==> src/rtl/sbs_pkg.sv <==
// ----------------------------------------------------------------------------
// sbs_pkg
// Shared types and constants of the sorted table bound search core: request
// codes, fixed field widths and the controller/datapath command and status.
// ----------------------------------------------------------------------------
package sbs_pkg;

  // fixed widths of the request and response fields
  localparam int unsigned REQ_TYPE_W    = 2;
  localparam int unsigned ENTRY_INDEX_W = 10;
  localparam int unsigned KEY_IN_W      = 32;
  localparam int unsigned RANGE_START_W = 10;
  localparam int unsigned RANGE_END_W   = 11;
  localparam int unsigned MATCH_INDEX_W = 10;

  typedef enum logic [REQ_TYPE_W-1:0] {
    REQ_WRITE     = 2'd0,
    REQ_LEFTMOST  = 2'd1,
    REQ_RIGHTMOST = 2'd2,
    REQ_FLOOR     = 2'd3
  } req_type_e;

  // which position the table read port looks at
  typedef enum logic [1:0] {
    RD_START   = 2'd0,
    RD_MID     = 2'd1,
    RD_LEFT    = 2'd2,
    RD_LEFT_M1 = 2'd3
  } rd_sel_e;

  typedef struct packed {
    logic    wr_entry;   // store the request key into the table
    logic    load;       // capture a query request
    logic    rd_en;      // read the table at rd_sel
    rd_sel_e rd_sel;
    logic    step;       // narrow the window using the last read key
    logic    set_res;    // latch the pending result
    logic    res_hit;
    logic    res_at_left; // result index is left, else left - 1
    logic    push;       // move pending result to the response register
  } ctl_cmd_t;

  typedef struct packed {
    req_type_e mode;
    logic      empty;        // start not below saturated end
    logic      left_lt_right;
    logic      left_eq_start;
    logic      left_eq_end;
    logic      key_lt_data;  // search key below the last read key
    logic      key_eq_data;
    logic      out_free;     // response register can take a result
  } ctl_sts_t;

endpackage

==> src/rtl/sbs_ctrl.sv <==
// ----------------------------------------------------------------------------
// sbs_ctrl
// Query sequencer: accepts requests, steps the binary search one probe at a
// time and hands the result to the response register.
// ----------------------------------------------------------------------------
module sbs_ctrl (
  input  logic                             clk_i,
  input  logic                             rst_ni,
  input  logic                             req_valid_i,
  input  logic [sbs_pkg::REQ_TYPE_W-1:0]   req_type_i,
  output logic                             req_ready_o,
  input  sbs_pkg::ctl_sts_t                sts_i,
  output sbs_pkg::ctl_cmd_t                cmd_o
);
  import sbs_pkg::*;

  typedef enum logic [2:0] {
    ST_IDLE,
    ST_LOAD,
    ST_PRE,
    ST_PROBE,
    ST_STEP,
    ST_FIN,
    ST_DONE
  } state_e;

  state_e state_q, state_d;

  always_comb begin
    state_d     = state_q;
    cmd_o       = '0;
    cmd_o.rd_sel = RD_MID;
    req_ready_o = 1'b0;
    case (state_q)
      ST_IDLE: begin
        req_ready_o = 1'b1;
        if (req_valid_i) begin
          if (req_type_e'(req_type_i) == REQ_WRITE) begin
            cmd_o.wr_entry = 1'b1;
          end else begin
            cmd_o.load = 1'b1;
            state_d    = ST_LOAD;
          end
        end
      end
      ST_LOAD: begin
        if (sts_i.empty) begin
          cmd_o.set_res = 1'b1;
          state_d       = ST_DONE;
        end else if (sts_i.mode == REQ_FLOOR) begin
          // floor first checks the key at the range start
          cmd_o.rd_en  = 1'b1;
          cmd_o.rd_sel = RD_START;
          state_d      = ST_PRE;
        end else begin
          state_d = ST_PROBE;
        end
      end
      ST_PRE: begin
        if (sts_i.key_lt_data) begin
          cmd_o.set_res = 1'b1;
          state_d       = ST_DONE;
        end else begin
          state_d = ST_PROBE;
        end
      end
      ST_PROBE: begin
        if (sts_i.left_lt_right) begin
          cmd_o.rd_en  = 1'b1;
          cmd_o.rd_sel = RD_MID;
          state_d      = ST_STEP;
        end else begin
          case (sts_i.mode)
            REQ_LEFTMOST: begin
              if (sts_i.left_eq_end) begin
                cmd_o.set_res = 1'b1;
                state_d       = ST_DONE;
              end else begin
                cmd_o.rd_en  = 1'b1;
                cmd_o.rd_sel = RD_LEFT;
                state_d      = ST_FIN;
              end
            end
            REQ_RIGHTMOST: begin
              if (sts_i.left_eq_start) begin
                cmd_o.set_res = 1'b1;
                state_d       = ST_DONE;
              end else begin
                cmd_o.rd_en  = 1'b1;
                cmd_o.rd_sel = RD_LEFT_M1;
                state_d      = ST_FIN;
              end
            end
            REQ_FLOOR: begin
              cmd_o.set_res     = 1'b1;
              cmd_o.res_hit     = !sts_i.left_eq_start;
              cmd_o.res_at_left = 1'b0;
              state_d           = ST_DONE;
            end
            default: begin
              cmd_o.set_res = 1'b1;
              state_d       = ST_DONE;
            end
          endcase
        end
      end
      ST_STEP: begin
        cmd_o.step = 1'b1;
        state_d    = ST_PROBE;
      end
      ST_FIN: begin
        cmd_o.set_res     = 1'b1;
        cmd_o.res_hit     = sts_i.key_eq_data;
        cmd_o.res_at_left = (sts_i.mode == REQ_LEFTMOST);
        state_d           = ST_DONE;
      end
      ST_DONE: begin
        if (sts_i.out_free) begin
          cmd_o.push = 1'b1;
          state_d    = ST_IDLE;
        end
      end
      default: begin
        state_d = ST_IDLE;
      end
    endcase
  end

  always_ff @(posedge clk_i or negedge rst_ni) begin
    if (!rst_ni) begin
      state_q <= ST_IDLE;
    end else begin
      state_q <= state_d;
    end
  end

endmodule

==> config.mk <==
export PLATFORM = sky130hd
export DESIGN_NAME = sbs_ctrl
export DESIGN_NICKNAME = d
export VERILOG_FILES = /design/src/rtl/sbs_pkg.sv /design/src/rtl/sbs_ctrl.sv
export SDC_FILE = /design/constraint.sdc
export NUM_CORES = 1
export LEC_CHECK = 0
export BUFFER_PORTS_ARGS = -buffer_cell sky130_fd_sc_hd__buf_2
export CORE_AREA = 2 2 39 41
export CTS_CLUSTER_DIAMETER = 100
export DETAILED_ROUTE_END_ITERATION = 8
export DIE_AREA = 0 0 41 43
export GPL_TIMING_DRIVEN = 1
export HOLD_SLACK_MARGIN = 0.15
export PLACE_DENSITY_LB_ADDON = 0.25
export SYNTH_ARGS = -nofsm -noshare
export SYNTH_HDL_FRONTEND = slang
export SYNTH_SLANG_ARGS = --single-unit
export TNS_END_PERCENT = 5
==> constraint.sdc <==
create_clock -name clk_i -period 1.3 [get_ports clk_i]
set_clock_uncertainty 0.15 [all_clocks]
set_input_delay 0.26 -clock clk_i [delete_from_list [all_inputs] [get_ports clk_i]]
set_output_delay 0.26 -clock clk_i [all_outputs]
set_load 0.05 [all_outputs]
==> results.sh, run 1 <==
export IMPL_status="finished with violations"
export IMPL_violations="negative setup slack"
export IMPL_r2r_start="state_q[1]"
export IMPL_fp_dieW_um=41
export IMPL_p_per_area_nw_per_um2=1970
export IMPL_clk_pin_slew_worst_paths_ps=30
export IMPL_coreArea_sq_um=1380
export IMPL_grt_max_degree=9
export IMPL_r2r_end="state_q[0]"
export IMPL_cts_tree="built"
export IMPL_arrival_ps=1390
export IMPL_total_power_uw=1650
export IMPL_drt_iter0_markers=7
export IMPL_seqPwrFrac=0.125
export IMPL_viasPerCell=4.81
export IMPL_ys_warn_count=0
export IMPL_top_level_ports=25
export IMPL_fp_dieH_um=43
export IMPL_die_area_sq_um=1760
export IMPL_dp_cells=101
export IMPL_drtAntennaViolNets=0
export IMPL_power_share_clock=0.097
export IMPL_sw_frac_of_total=0.483
export IMPL_regMostFlops="state_q"
export IMPL_n_antenna_cell=0
export IMPL_clkSinkCount=3
export IMPL_placed_area_sq_um=659
export IMPL_whs_endpoint="state_q[0]"
export IMPL_p_int_uw=852
export IMPL_fin_util=0.604
export IMPL_biggestRegsByFlops="state_q x3"
export IMPL_cts_buffers_inserted=3
export IMPL_worstPathMaxFanout=4
export IMPL_met2_usage=0.234
export IMPL_overflow=0
export IMPL_cp_start_kind="input port"
export IMPL_worst_slack_ps=-504
export IMPL_synth_seq_area_share=0.177
export IMPL_stdcell_count=107
export IMPL_mostFrequentLayoutCells="13 x buf_2, 11 x buf_6, 10 x buf_4"
export IMPL_busiest_layer="met2"
export IMPL_gp_congestion=0.770
export IMPL_slew_headroom=0.808
export IMPL_cp_required_ps=890
export IMPL_peakVddDrop_uv=1260
export IMPL_end_kind="output pin"
export IMPL_dp_hpwl_um=904
export IMPL_fin_crit_ps=1800
export IMPL_synth_area_per_cell_sq_um=8.00
export IMPL_area_delta_synth_final_pct=97.1
export IMPL_ys_types=28
export IMPL_synth_seq_cells=3
export IMPL_grt_use_met3=0.0262
export IMPL_wl_um=1200
export IMPL_wl_per_cell_um=11.2
export IMPL_max_freq_mhz=554
export IMPL_ff2ff_setup_slack_ps=-300
export IMPL_min_path_type="in -> reg"
export IMPL_synth_fp_nets=70
export IMPL_grt_pass1_vias=467
export IMPL_antenna_found_initial=0
export IMPL_layout_area_seq_sq_um=77.6
export IMPL_htree_levels=1
export IMPL_comb_power_share=0.779
export IMPL_final_nets=109
export IMPL_grtUsageTotal=0.151
export IMPL_firstDrtPassIters=4
export IMPL_cap_violations=0
export IMPL_final_common_cell="buf_2"
export IMPL_n_fill_cell=120
export IMPL_rsz0062_at_grt="true"
export IMPL_drive_above_1_share=0.648
export IMPL_hold_depth=3
export IMPL_met1_usage=0.197
export IMPL_finalMaxSlewViolations=0
export IMPL_crit_type="in -> out"
export IMPL_postSynthCellCount=53
export IMPL_clockRootBuffer="clkbuf_4"
export IMPL_rows=14
export IMPL_multi_input_area_sq_um=400
export IMPL_reg2reg_depth=5
export IMPL_drc_errors=0
export IMPL_finalInstanceArea_sq_um=836
export IMPL_largest_reg_flops=3
export IMPL_insertion_delay_ps=230
export IMPL_portBuffers=24
export IMPL_hold_violations=0
export IMPL_grt_pass1_wl_um=1860
export IMPL_p_switching_uw=796
export IMPL_leakage_uw=0.000392
export IMPL_num_vias=515
export IMPL_fin_crit_sh=1.39
export IMPL_syn_area_sq_um=424
export IMPL_setup_violations_final=13
export IMPL_hp_start="req_valid_i"
export IMPL_start_util=0.307
export IMPL_cts_buffer_depth=2
export IMPL_max_slew_worst_pin_slew_ps=288
[power by group through the flow]
stage | Sequential (uW) | Clock [uW] | Combinational [uW]
detailed placement | 196 | 0 | 1000
global placement | 195 | 0 | 1000
CTS | 201 | 168 | 1220
finish | 206 | 159 | 1280
global route | 215 | 179 | 1380
floorplan | 172 | 0 | 756
[cell usage after synthesis]
| master | number | share of area |
|---|---|---|
| nand2b_4 | 1 | 0.032 |
| o22ai_1 | 1 | 0.015 |
| a221oi_2 | 1 | 0.035 |
| and4b_1 | 1 | 0.024 |
| nand3b_1 | 2 | 0.035 |
| nor4bb_1 | 1 | 0.024 |
| o21ai_0 | 3 | 0.035 |
| o32a_1 | 1 | 0.024 |
| nand2b_1 | 1 | 0.015 |
| nor3b_1 | 1 | 0.018 |
| nand2_1 | 6 | 0.053 |
| nor3_1 | 1 | 0.012 |
| a221o_2 | 1 | 0.027 |
| buf_2 | 3 | 0.035 |
| nand3_1 | 2 | 0.024 |
| dfrtp_1 | 3 | 0.18 |
| a21oi_1 | 3 | 0.035 |
| nor2_2 | 1 | 0.015 |
| and3_2 | 1 | 0.018 |
| ha_1 | 3 | 0.089 |
| nor2b_1 | 2 | 0.029 |
| inv_1 | 2 | 0.018 |
| a211oi_1 | 1 | 0.018 |
| a2111oi_4 | 1 | 0.065 |
| nor2_1 | 7 | 0.062 |
| nor3_2 | 1 | 0.024 |
| a21boi_0 | 1 | 0.018 |
| mux2_2 | 1 | 0.027 |
[worst max path at each step]
stage,startpoint,endpoint,slack (ps),depth (start not counted)
3_3_place_gp,sts_i[7],cmd_o[3],-550,7
6_report,sts_i[7],cmd_o[3],-500,7
2_1_floorplan,state_q[0],cmd_o[9],-850,4
4_1_cts,state_q[1],cmd_o[3],-520,5
3_5_place_dp,sts_i[7],cmd_o[3],-550,7
5_1_grt,state_q[2],cmd_o[6],-590,4
[critical path: stages]
cell and delay, ps:
buf_2 100, inv_1 40, ha_1 360, a221o_2 310, nand2_1 90, nand2_1 70
buf_6 150
[layout make-up]
class	count	share of cell area
Tap cell	16	0.0240
Timing Repair Buffer	37	0.364
Inverter	2	0.00898
Sequential cell	3	0.0928
Clock buffer	4	0.0314
Multi-Input combinational cell	45	0.479
[through the flow]
stage	setup TNS, ps	worst slack [ps]	hold slack, ps
2_1_floorplan	-6150	-853	-186
3_3_place_gp	-4670	-546	-96.3
3_5_place_dp	-4750	-548	-93.0
4_1_cts	-5390	-525	195
5_1_grt	-6240	-588	212
6_report	-5220	-504	208
[cell families after synthesis]
logic type,Yosys count,synth area share
and+or+nand+nor,28,0.383
AOI/OAI and AO/OA,13,0.271
adders and majority gates,3,0.0885
muxes,1,0.0265
buffers and inverters,5,0.0531
DFF,3,0.177
[layer usage]
layer	wire length, um	vias to the layer above	share of wire
met1	521	227	0.44
met2	595	18	0.50
met5	0	-	0
li1	-	270	-
met4	0	0	0
met3	79	0	0.066
[timing repair]
item	CTS	global route
pin swaps	2	2
endpoints found under the hold margin	3	0
endpoints found under the setup margin	13	14
hold buffers	1	0
gates resized for setup	33	6
cloned	0	0
buffers inserted	0	1
Note: power is estimated with default switching activity, not from simulation.
==> run 2, diff against run 1 <==
Clock period 1.3 ns to 1.5 ns, I/O delays scaled along.
==> run 2 against run 1 <==
Effect of this change: the run still ends with negative setup slack left; power fell by 12%; critical path depth shrank 2; critical endpoint is now cmd_o[9]; via count is 1.2% higher; wire length up 5.1%; die area is the same; largest power group unchanged; non-clock buffer count unchanged; utilization up 1.5 points; worst setup slack better by 160 ps; highest routed layer unchanged; sequential share of layout area down 0.23 points; first-iteration DRC count down 14%; count of clock-buffer cells in the layout unchanged; final area is 2.5% higher.
==> results.sh, run 2 (synthesized netlist as in run 1, its figures left out) <==
export IMPL_num_vias=521
export IMPL_total_power_uw=1450
export IMPL_antenna_found_initial=0
export IMPL_p_per_area_nw_per_um2=1690
export IMPL_rsz0062_at_grt="true"
export IMPL_firstDrtPassIters=4
export IMPL_start_util=0.307
export IMPL_dp_hpwl_um=904
export IMPL_arrival_ps=1390
export IMPL_clk_pin_slew_worst_paths_ps=30
export IMPL_fin_crit_sh=1.23
export IMPL_drtAntennaViolNets=0
export IMPL_slew_headroom=0.808
export IMPL_cp_start_kind="flip-flop"
export IMPL_min_path_type="in -> reg"
export IMPL_max_slew_worst_pin_slew_ps=289
export IMPL_coreArea_sq_um=1380
export IMPL_cp_required_ps=1050
export IMPL_cts_buffers_inserted=3
export IMPL_drive_above_1_share=0.681
export IMPL_portBuffers=24
export IMPL_fin_util=0.619
export IMPL_post_place_ws_ps=-428
export IMPL_cts_buffer_depth=2
export IMPL_htree_levels=1
export IMPL_finalMaxSlewViolations=0
export IMPL_max_freq_mhz=543
export IMPL_die_area_sq_um=1760
export IMPL_leakage_uw=0.000393
export IMPL_hold_violations=0
export IMPL_grt_pass1_vias=479
export IMPL_clockRootBuffer="clkbuf_4"
export IMPL_violations="negative setup slack"
export IMPL_peakVddDrop_uv=1080
export IMPL_fin_setup_tns_ps=-3210
export IMPL_insertion_delay_ps=230
export IMPL_cap_violations=0
export IMPL_setup_violations_final=12
export IMPL_cp_slowest_cell="dfrtp_1"
export IMPL_ff2ff_setup_slack_ps=-100
export IMPL_n_antenna_cell=0
export IMPL_fin_crit_ps=1840
export IMPL_regMostFlops="state_q"
export IMPL_grtUsageTotal=0.160
export IMPL_overflow=0
export IMPL_mostFrequentLayoutCells="13 x buf_2, 11 x buf_6, 10 x buf_4"
export IMPL_crit_type="reg -> out"
export IMPL_top_level_ports=25
export IMPL_worst_slack_ps=-343
export IMPL_biggestRegsByFlops="state_q x3"
export IMPL_viasPerCell=4.87
export IMPL_drt_iter0_markers=6
export IMPL_wl_um=1260
export IMPL_largest_reg_flops=3
export IMPL_cts_tree="built"
export IMPL_grt_max_degree=9
export IMPL_wl_per_cell_um=11.7
export IMPL_final_common_cell="buf_2"
export IMPL_end_kind="output pin"
export IMPL_critPathMaxStageDelay_ps=370
export IMPL_crit_top_cell="nor3_4"
export IMPL_rows=14
export IMPL_fp_dieH_um=43
export IMPL_grt_pass1_wl_um=1930
export IMPL_area_delta_synth_final_pct=102
export IMPL_path_cells="buf_4 -> nor3_4 -> nand2_2 -> nor3_4 -> buf_6"
export IMPL_final_nets=109
export IMPL_clkSinkCount=3
export IMPL_fp_dieW_um=41
export IMPL_worstPathMaxFanout=8
export IMPL_status="finished with violations"
export IMPL_gp_congestion=0.770
export IMPL_drc_errors=0
-- run 2: stage by stage --
step | hold slack, ps | std cells | cell area (sq um)
2_1_floorplan | -146 | 53 | 464
3_3_place_gp | -56.3 | 101 | 659
3_5_place_dp | -53.0 | 101 | 659
4_1_cts | 235 | 106 | 828
5_1_grt | 252 | 107 | 857
6_report | 248 | 107 | 857
-- run 2: timing repair --
action                                  in CTS  in global routing
buffers inserted                             0                  1
pin swaps                                    2                  2
hold endpoints to repair                     3                  0
resized for setup                           36                  5
endpoints found under the setup margin      12                 12
hold buffers                                 1                  0
-- run 2: final timing paths --
kind | startpoint | cells after the start | end
max in group asynchronous | rst_ni | 2 | state_q[0]
max | state_q[2] | 5 | cmd_o[9]
min in group asynchronous | rst_ni | 2 | state_q[1]
min | req_valid_i | 3 | state_q[0]
max reg2reg | state_q[1] | 5 | state_q[0]
min reg2reg | state_q[2] | 2 | state_q[0]
-- run 2: metal layers --
| layer | track usage | wire length, um | share of wire |
|---|---|---|---|
| met1 | 0.194 | 533 | 0.42 |
| met2 | 0.266 | 646 | 0.51 |
| met3 | 0.0262 | 77 | 0.061 |
| met4 | 0.0600 | 0 | 0 |
| met5 | 0 | 0 | 0 |
-- run 2: critical path, delay by kind of cell (launching register included) --
family	cells	cell delay, ps
buf+inv	2	360
flops	1	370
simple gates	3	440
-- run 2: area by class of cell --
cell class / count / area, sq um
repair buffers: 37 / 304
well taps: 16 / 20.0
fillers: 118 / 527
inverters: 2 / 7.51
clock buffers: 4 / 26.3
flip-flops and latches: 3 / 77.6
multi-input cells: 45 / 422
-- run 2: where the power goes --
part,switching (uW),internal (uW)
clock network,38.5,99.5
logic,612,522
registers,52.2,128
